[src/sv/mbd_queue.sv]
// Short first-in first-out queue between the front and back parts.
module mbd_queue #(
  parameter int WIDTH = 50,
  parameter int DEPTH = 4,
  localparam int PTR_W = (DEPTH > 1) ? $clog2(DEPTH) : 1,
  localparam int CNT_W = $clog2(DEPTH + 1)
) (
  input  logic             clk,
  input  logic             rst,
  input  logic             push,
  input  logic [WIDTH-1:0] push_data,
  output logic             not_full,
  input  logic             pop,
  output logic             not_empty,
  output logic [WIDTH-1:0] head
);

  logic [WIDTH-1:0] slots [DEPTH];
  logic [PTR_W-1:0] wr_ptr;
  logic [PTR_W-1:0] rd_ptr;
  logic [CNT_W-1:0] count;

  assign not_full  = (count != CNT_W'(DEPTH));
  assign not_empty = (count != '0);
  assign head      = slots[rd_ptr];

  // Storage is written without reset.
  always_ff @(posedge clk) begin
    if (push) begin
      slots[wr_ptr] <= push_data;
    end
  end

  // Pointers and fill count.
  always_ff @(posedge clk) begin
    if (rst) begin
      wr_ptr <= '0;
      rd_ptr <= '0;
      count  <= '0;
    end else begin
      if (push) begin
        wr_ptr <= (wr_ptr == PTR_W'(DEPTH - 1)) ? '0 : wr_ptr + 1'b1;
      end
      if (pop) begin
        rd_ptr <= (rd_ptr == PTR_W'(DEPTH - 1)) ? '0 : rd_ptr + 1'b1;
      end
      case ({push, pop})
        2'b10:   count <= count + 1'b1;
        2'b01:   count <= count - 1'b1;
        default: count <= count;
      endcase
    end
  end

endmodule

[config.mk]
export PLATFORM = sky130hd
export DESIGN_NAME = mbd_queue
export DESIGN_NICKNAME = d
export VERILOG_FILES = /design/src/sv/mbd_queue.sv
export SDC_FILE = /design/constraint.sdc
export NUM_CORES = 1
export LEC_CHECK = 0
export BUFFER_PORTS_ARGS = -buffer_cell sky130_fd_sc_hd__buf_2
export CAP_MARGIN = 5
export CORE_MARGIN = 3
export CORE_UTILIZATION = 42
export DETAILED_ROUTE_END_ITERATION = 16
export SKIP_CTS_REPAIR_TIMING = 1
export SLEW_MARGIN = 5
export SYNTH_ARGS = -nofsm -noshare
export SYNTH_HDL_FRONTEND = slang
export SYNTH_SLANG_ARGS = --single-unit
[constraint.sdc]
create_clock -name clk -period 2.1 [get_ports clk]
set_input_delay 0.21 -clock clk [delete_from_list [all_inputs] [get_ports clk]]
set_output_delay 0.21 -clock clk [all_outputs]
set_load 0.02 [all_outputs]
==> results.json <==
{
  "synthToLayoutAreaGrowth_pct": 28.36,
  "r2r_setup_slack_ps": 540,
  "worst_slew_pin_slew_ps": 330.1,
  "wl_per_cell_um": 19.15,
  "pwr-share-clk": 0.382,
  "mostFrequentLayoutCells": "edfxtp_1 (200), buf_2 (104), dlygate4sd3_1 (51)",
  "hp-class": "input pin to flip-flop",
  "synth.yosys.seq_area_share": 0.8013,
  "syn_nets": 371,
  "postLayoutCoreUtil": 0.5612,
  "clk_pin_slew_ps": 60,
  "relSlewSlack": 0.7799,
  "io-pin-count": 106,
  "final_antenna_net_count": 0,
  "synthCells": 310,
  "finalWorstPathRequiredPeriod_ps": 2055,
  "final_common_cell": "edfxtp_1",
  "worst_ep_required_time_ps": 1890,
  "via_per_inst": 5.091,
  "vias": 3757,
  "coreArea_um2": 17660,
  "synthSimpleGateAreaFrac": 0.01086,
  "final_cells": 738,
  "synth_compound_area_frac": 0.003241,
  "synth_fa_ha_area_frac": 0.01232,
  "criticalPathCategory": "flip-flop to primary output",
  "power_frac_seq": 0.511,
  "die_y_um": 141.6,
  "crit_fanout": 9,
  "tns_ps": 0,
  "status": "completed",
  "crit_chain": "buf_12 > clkbuf_16 > mux4_2 > buf_2",
  "syn_area_um2": 7720,
  "ys_ff_latch": 209,
  "syn_avg_cell_area_um2": 24.90,
  "worst_setup_path_start_kind": "flip-flop",
  "grt_pass1_vias": 3867,
  "cap_violations": 0,
  "rsz0062_at_grt": "yes",
  "cts_root_buffer": "clkbuf_16",
  "synth.area.top_cells": "edfxtp_1 (78%), mux4_2 (15%), dfxtp_1 (2.3%)",
  "place.gp.congestion": 0.6725,
  "num_rows": 48,
  "synth_cell_types": 19,
  "yosys.area.top_type_share": 0.7780,
  "cp_top_family": "multiplexers",
  "place_ws_ps": 381.6,
  "max_freq_mhz": 486.5,
  "cts_buffers": 22,
  "start_util": 0.4372,
  "critical-path-max-stage-delay_ps": 500,
  "swShare": 0.2168,
  "insertedDiodeCount": 0,
  "power.density_nw_per_um2": 945.9,
  "drv_slew": 0,
  "setup_viol": 0,
  "max-vdd-ir-drop_mv": 0.5156,
  "clock_latency_ps": 480,
  "synthMuxAreaShare": 0.1485,
  "dp_hpwl_um": 7961,
  "hold_viol": 0,
  "cp-end-kind": "primary output",
  "slowest_stage": "mux4_2",
  "drc": 0,
  "dieArea_um2": 20040,
  "cts_max_level": 1,
  "combinationalPowerShare": 0.107,
  "wirelength_um": 14140,
  "timing.rr.start": "count[0]",
  "grt_max_degree": 51,
  "leakagePower_uw": 0.003434,
  "antenna_found_initial": 0,
  "first_iter_violations": 200,
  "drtPass1Iterations": 4,
  "dp_cells": 637,
  "power.switching_uw": 2032,
  "grt_util_all_layers": 0.1370,
  "grt_pass1_wl_um": 21250,
  "drive_gt1_frac": 0.4133,
  "finalCritPeriodShare": 0.9788,
  "cp.arrival_ps": 1850,
  "cts_tree": "built",
  "io_buffers": 105,
  "yosysTopAreaCell": "edfxtp_1",
  "fill_cells": 1370,
  "grt_overflow_total": 0,
  "synth_top_family_by_area": "multiplexers",
  "hp-start": "push",
  "power.internal_uw": 7341,
  "dieWidth_um": 141.6,
  "fin_skew_ps": 9.157,
  "clock-sinks": 209,
  "nets": 558,
  "synth_xor_area_frac": 0.002269,
  "cts_max_path_buffers": 3,
  "worst_slack_ps": 44.54,
  "crit_buf_inv": 3,
  "synth-warning-count": 0
}
-- cell families (layout without fill, tap and decap cells) --
family	count (synthesis)	in the layout
multiplexers	52	52
flip-flops	209	209
adder cells (fa/ha/maj)	7	7
AO/OA/AOI/OAI	5	5
AND/OR/NAND/NOR	16	16
buffers and inverters	19	222
XOR/XNOR	2	2
-- per-layer routing --
layer,part of all wire,vias to the layer above,global-route usage
li1,-,1684,-
met1,0.44,1954,0.1852
met2,0.49,103,0.2262
met3,0.059,16,0.03606
met4,0.011,0,0.03131
met5,0,-,0
-- worst reg2reg max path, cell delays in order, from the launching register on --
cell and delay (ps):
dfxtp_1 370, inv_1 90, fa_1 440, xor2_1 160
or3_1 300, a21oi_1 140
-- power groups by stage --
stage,registers (uW),logic [uW],clock network [uW]
final,4790,1000,3580
after global routing,4810,1090,3870
after CTS,4810,890,3700
after detailed placement,4890,887,0
after global placement,4880,873,0
after floorplan,4870,581,0
-- path summary, 6_finish.rpt --
| path | depth (start not counted) | to |
|---|---|---|
| max | 4 | head[15] |
| min reg2reg | 2 | count[2] |
| min | 3 | wr_ptr[1] |
| max reg2reg | 5 | count[2] |
-- synth_stat cells --
master    count
xor2_1        2
mux2i_1       2
buf_12        5
buf_2         5
edfxtp_1    200
and2_1        4
mux4_2       50
inv_1         7
or3_1         2
o21ai_0       1
buf_6         1
nor2_1        7
nor3b_1       2
a21oi_1       4
dfxtp_1       9
fa_1          1
ha_1          6
buf_1         1
nand3_1       1
-- cell type report --
cell class | count | area, um2 | share of cell area
clock inverter | 13 | 95.09 | 0.009596
multi-input combinational | 82 | 1373 | 0.1385
inverter | 7 | 26.28 | 0.002652
sequential | 209 | 6191 | 0.6247
clock buffer | 27 | 590.6 | 0.05960
timing repair buffer | 175 | 1353 | 0.1365
tap | 225 | 281.5 | 0.02841
-- registers in the layout, indices dropped and copies added, names as in the netlist, named ones only --
name    cells
count       3
slots     200
rd_ptr      2
wr_ptr      2
-- metrics by stage --
| step | power (uW) | hold slack [ps] | cell area [um2] |
|---|---|---|---|
| 6_report | 9373 | 60.18 | 9910 |
| 5_1_grt | 9757 | 83.17 | 9910 |
| 4_1_cts | 9398 | -87.77 | 9238 |
| 3_5_place_dp | 5781 | 426.6 | 8552 |
| 3_3_place_gp | 5754 | 419.9 | 8552 |
| 2_1_floorplan | 5448 | 279.1 | 7725 |
(Power assumes the default switching activity.)
