[src/sv/mbd_pkg.sv]
// Shared types and constants for the mipmap box downsampler.
package mbd_pkg;

  // Texel component layout.
  localparam int COMP_COUNT = 4;
  localparam int COMP_W     = 8;
  localparam int SUM_W      = COMP_W + 1;
  localparam int PAIR_W     = COMP_COUNT * SUM_W;

  // Image size limits.
  localparam int MAX_WIDTH_LOG2_DEFAULT = 12;
  localparam int MAX_HEIGHT_LOG2        = 12;
  localparam int ROW_W                  = MAX_HEIGHT_LOG2;

  // Configuration port.
  localparam int LOG2_W     = 4;
  localparam int CCOUNT_W   = 3;
  localparam int CFG_IDX_W  = 2;
  localparam int CFG_DATA_W = 4;

  localparam logic [CFG_IDX_W-1:0] CFG_IDX_WIDTH_LOG2  = 2'd0;
  localparam logic [CFG_IDX_W-1:0] CFG_IDX_HEIGHT_LOG2 = 2'd1;
  localparam logic [CFG_IDX_W-1:0] CFG_IDX_COMP_COUNT  = 2'd2;

  localparam logic [LOG2_W-1:0]   WIDTH_LOG2_RESET  = 4'd1;
  localparam logic [LOG2_W-1:0]   HEIGHT_LOG2_RESET = 4'd1;
  localparam logic [CCOUNT_W-1:0] COMP_COUNT_RESET  = 3'd4;

  // Depth of the queue between front and back.
  localparam int QUEUE_DEPTH = 4;

  // What the back part does with a queued word.
  typedef enum logic {
    OP_STORE = 1'b0,
    OP_EMIT  = 1'b1
  } op_t;

  typedef logic [COMP_W-1:0] comp_t;
  typedef logic [SUM_W-1:0]  sum_t;

endpackage

[src/sv/mbd_front.sv]
// Front part: accepts texels, tracks position, forms horizontal pair sums.
module mbd_front #(
  parameter int MAX_WIDTH_LOG2 = mbd_pkg::MAX_WIDTH_LOG2_DEFAULT,
  localparam int ADDR_W = MAX_WIDTH_LOG2 - 1
) (
  input  logic                        clk,
  input  logic                        rst,
  input  logic [mbd_pkg::LOG2_W-1:0]  width_log2,
  input  logic [mbd_pkg::LOG2_W-1:0]  height_log2,
  input  logic                        in_valid,
  output logic                        in_ready,
  input  mbd_pkg::comp_t              comp0,
  input  mbd_pkg::comp_t              comp1,
  input  mbd_pkg::comp_t              comp2,
  input  mbd_pkg::comp_t              comp3,
  input  logic                        q_ready,
  output logic                        q_push,
  output mbd_pkg::op_t                q_op,
  output logic                        q_last,
  output logic [ADDR_W-1:0]           q_addr,
  output logic [mbd_pkg::PAIR_W-1:0]  q_pair
);
  import mbd_pkg::*;

  localparam int COL_W = MAX_WIDTH_LOG2;

  logic [COL_W-1:0]  col;
  logic [ROW_W-1:0]  row;
  comp_t             left_texel [COMP_COUNT];
  comp_t             cur        [COMP_COUNT];
  logic [LOG2_W-1:0] wl;
  logic [LOG2_W-1:0] hl;
  logic [COL_W-1:0]  last_col;
  logic [ROW_W-1:0]  last_row;
  logic              col_end;
  logic              row_end;
  logic              accept;

  assign cur[0] = comp0;
  assign cur[1] = comp1;
  assign cur[2] = comp2;
  assign cur[3] = comp3;

  // Clamp the size registers and turn them into last-index masks.
  always_comb begin
    if (width_log2 == '0) begin
      wl = LOG2_W'(1);
    end else if (width_log2 > LOG2_W'(MAX_WIDTH_LOG2)) begin
      wl = LOG2_W'(MAX_WIDTH_LOG2);
    end else begin
      wl = width_log2;
    end
    if (height_log2 == '0) begin
      hl = LOG2_W'(1);
    end else if (height_log2 > LOG2_W'(MAX_HEIGHT_LOG2)) begin
      hl = LOG2_W'(MAX_HEIGHT_LOG2);
    end else begin
      hl = height_log2;
    end
    for (int b = 0; b < COL_W; b++) begin
      last_col[b] = (b < int'(wl));
    end
    for (int b = 0; b < ROW_W; b++) begin
      last_row[b] = (b < int'(hl));
    end
  end

  assign col_end = (col >= last_col);
  assign row_end = (row >= last_row);

  // Even-column texels only update the left register, so they never wait.
  assign in_ready = !col[0] || q_ready;
  assign accept   = in_valid && in_ready;

  // Odd-column texels complete a pair and go to the back part.
  assign q_push = accept && col[0];
  assign q_op   = row[0] ? OP_EMIT : OP_STORE;
  assign q_last = col_end && row_end;
  assign q_addr = col[COL_W-1:1];

  always_comb begin
    for (int i = 0; i < COMP_COUNT; i++) begin
      q_pair[i*SUM_W +: SUM_W] = {1'b0, left_texel[i]} + {1'b0, cur[i]};
    end
  end

  // Left texel of the current pair.
  always_ff @(posedge clk) begin
    if (rst) begin
      for (int i = 0; i < COMP_COUNT; i++) begin
        left_texel[i] <= '0;
      end
    end else if (accept && !col[0]) begin
      for (int i = 0; i < COMP_COUNT; i++) begin
        left_texel[i] <= cur[i];
      end
    end
  end

  // Raster position of the next texel.
  always_ff @(posedge clk) begin
    if (rst) begin
      col <= '0;
      row <= '0;
    end else if (accept) begin
      if (col_end) begin
        col <= '0;
        row <= row_end ? '0 : row + 1'b1;
      end else begin
        col <= col + 1'b1;
      end
    end
  end

endmodule

[config.mk]
export PLATFORM = sky130hd
export DESIGN_NAME = mbd_front
export DESIGN_NICKNAME = d
export VERILOG_FILES = /design/src/sv/mbd_pkg.sv /design/src/sv/mbd_front.sv
export SDC_FILE = /design/constraint.sdc
export NUM_CORES = 1
export LEC_CHECK = 0
export BUFFER_PORTS_ARGS = -buffer_cell sky130_fd_sc_hd__buf_4
export CORE_UTILIZATION = 50
export DETAILED_ROUTE_END_ITERATION = 8
export PLACE_DENSITY = 0.84
export SLEW_MARGIN = 15
export SYNTH_ARGS = -nofsm -noshare
export SYNTH_HDL_FRONTEND = slang
export SYNTH_SLANG_ARGS = --single-unit
export TNS_END_PERCENT = 20
[constraint.sdc]
create_clock -name clk -period 2.1 [get_ports clk]
set_input_delay 0.105 -clock clk [delete_from_list [all_inputs] [get_ports clk]]
set_output_delay 0.105 -clock clk [all_outputs]
set_load 0.01 [all_outputs]
==> results.toml <==
[placement]
port_buffers = 94
dp_slack_ns = -0.132
dpl.hpwl_um = 7570
post-place-cells = 655
gp_congestion = 0.868

[setup_path]
crit_chain = "ha_2 > inv_2 > fa_2 > nor2b_1 > o21ai_1 > nand2b_1 > a21o_1 > a21oi_2 > xnor2_1 > buf_4"
critPathArrivalTime_ns = 2.10
slowest_stage = "edfxtp_1"
startpoint_type = "flip-flop"
regToRegEndpoint = "row[5]"
slowest_delay_ns = 0.39
r2r_start = "row[3]"
crit_type = "reg -> out"
rr_worst_depth = 7
critPathTopFamily = "compound AO/OA/AOI/OAI gates"
path_max_fanout = 2
critPathCapture = "q_pair[15]"
cp-end-kind = "primary output"
worstSetupStartpoint = "left_texel[1][0]"
crit_cells = 10
worst_ep_required_time_ns = 2.00
critPathBufInv = 2
r2r_setup_slack_ns = 0.01

[status]
status = "finished with violations"
violations = "setup timing"

[yosys]
async_flop_share_pct = 0
ys_seq_elements = 56
synth_area_um2 = 4360
synth_ff_type = "edfxtp_1"
avgSynthCellArea_um2 = 9.61
syn_inst = 453
synth-edff-count = 32
ys_seq_area_share_pct = 33.1
synth_cell_type_count = 50
yosys_warnings = 0

[clocking]
clk-insertion-delay-late_ns = 0.31
cts.htree.levels = 2
cts-root-buf = "clkbuf_8"
cts_hold_buf = 0
cts_made_buffers = 5
cts_tree = "built"
clkSinkCount = 56
clockBufferDepth = 2
clkTransAtPathRegs_ns = 0.10

[die]
die_height_um = 95.3
ioPinCount = 95
core_um2 = 8340
rows = 33
dieArea_um2 = 9090
die_w_um = 95.3
initial_utilization_pct = 52.2

[pwr]
vdd_drop_max_uv = 560
p_total_mw = 2.98
p_sw_mw = 0.897
clkPwrFrac_pct = 24.5
p_seq_share_pct = 41.4
p_int_mw = 2.09
p_leak_nw = 2.60
p_comb_share_pct = 34.1
power.density_nw_per_um2 = 526
swShare_pct = 30.1

[timing]
max_freq_ghz = 0.454
finalMaxSlewViolations = 0
hold_viol = 0
rsz0062_at_grt = "true"
final.setup.worst_slack_ns = -0.101
fin_crit_sh_pct = 105
setup_viol = 11
period_minus_slack_ns = 2.20
clock_skew_ns = 0.0127

[global_routing]
grt-ovfl-total = 0
grt_usage_pct = 22.7
grt_pass1_vias = 3613
grt_max_degree = 33
antenna_found_initial = 0
grt_pass1_wl_um = 16100

[routing]
drtPass1Iterations = 4
avgViaCountPerCell = 5.49
first_iter_violations = 115
ant_nets = 0
wl_per_cell_um = 15.3
drc = 0
wirelength_um = 10400
via_count = 3721

[min_path]
hold_path.class = "in -> reg"
holdPathStages = 4

[finish]
drive_gt1_share_pct = 36.3
fin_util_pct = 68.0
n_antenna_cell = 0
finalNonFillerCells = 678
finish.net_count = 678
syn_to_final_growth_pct = 30.2

[run]
cap_violations = 0
==> cells by family after synthesis <==
| logic type | after synthesis | synth area share [%] |
|---|---|---|
| mux | 2 | 0.488 |
| flops | 56 | 33.1 |
| compound gates | 91 | 14.4 |
| xor+xnor | 34 | 6.84 |
| buf+inv | 47 | 5.63 |
| fa+ha+maj | 62 | 18.5 |
| simple gates | 160 | 21.0 |
| other cells | 1 | 0.0861 |
==> cell usage after synthesis, types with 2 or more instances <==
cell,number,share of area [%]
nor2_1,29,2.5
and2_1,30,4.3
and3_1,10,1.4
nand2b_1,5,0.72
a211oi_1,3,0.52
ha_1,58,17
nand3_1,7,0.80
nor2b_1,6,0.86
o41ai_1,4,0.80
o31ai_1,2,0.34
fa_1,4,1.8
nand4_1,4,0.57
clkbuf_1,8,0.69
and4_1,2,0.40
nor3_2,9,2.1
o21a_1,2,0.34
nor3b_1,9,1.6
a21o_1,11,1.9
o21ai_0,28,3.2
buf_4,12,2.1
buf_1,2,0.17
a32o_1,10,2.3
inv_1,22,1.9
nor3_1,13,1.5
nand2_1,30,2.6
xor2_1,10,2.0
nor3_4,2,0.75
edfxtp_1,32,22
xnor2_1,24,4.8
dfxtp_1,24,11
a21oi_1,22,2.5
==> layout by cell type (no fill, tap or decap), types with 15 or more instances in the layout <==
master    netlist  final
and2_1         30     30
buf_4          12    133
dfxtp_1        24     15
edfxtp_1       32     32
ha_1           58     48
inv_1          22     18
nand2_1        30     30
nor2_1         29     29
o21ai_1         1     15
xnor2_1        24     24
==> worst register-to-register path, cell delays in order, from the launching register on <==
cell and delay [ns]:
dfxtp_4 0.37, ha_4 0.22, a22o_1 0.22, o41ai_4 0.42, nand3_2 0.22, nor3_4 0.27
buf_4 0.18, a32o_1 0.12
==> worst min-delay path by stage <==
stage,startpoint,to,slack [ns]
after CTS,q_ready,col[0],0.06
after global placement,comp1[7],left_texel[1][7],0.40
after detailed placement,comp1[7],left_texel[1][7],0.40
final,q_ready,col[0],0.07
after global routing,comp3[7],left_texel[3][7],0.06
after floorplan,in_valid,col[0],0.27
==> final cells by class <==
class                   count  area [um2]
clock inverters             2        38.8
inverters                  23        86.3
fillers                   624        2670
well taps                 105         131
multi-input cells         351        2860
repair buffers            135        1020
clock buffers               6        72.6
flip-flops and latches     56        1460
==> power by group through the flow <==
| stage | Sequential (mW) | Combinational [mW] | Clock (mW) |
|---|---|---|---|
| after floorplan | 1.26 | 0.521 | 0 |
| after global placement | 1.26 | 0.890 | 0 |
| after detailed placement | 1.26 | 0.927 | 0 |
| after CTS | 1.24 | 0.992 | 0.748 |
| after global routing | 1.24 | 1.11 | 0.789 |
| final | 1.24 | 1.02 | 0.731 |
==> metal layers <==
metal	part of all wire, %	routed length [um]	vias to the layer above	global-route usage [%]
li1	-	-	1860	-
met1	45	4650	1747	28.2
met2	49	5060	99	40.2
met3	5.0	519	15	3.91
met4	1.2	126	0	6.06
met5	0	0	-	0
==> state kept, by name, indices dropped and copies added (netlist names) <==
signal      count
col            12
left_texel     32
row            12
==> metrics by stage <==
step	hold slack (ns)	instance area [um2]	TNS (ns)
finish	0.0736	5670	-0.503
global route	0.0591	5670	-2.58
CTS	0.0620	5510	-0.738
detailed placement	0.402	5230	-1.75
global placement	0.398	5230	-0.484
floorplan	0.266	4360	0
==> timing repair <==
item / 4_1_cts / 5_1_grt
setup buffers: 8 / 7
setup endpoints to repair: 26 / 39
pin swaps: 25 / 23
cloned: 0 / 0
gates resized for setup: 41 / 31
Power figures use the tool's default switching activity.
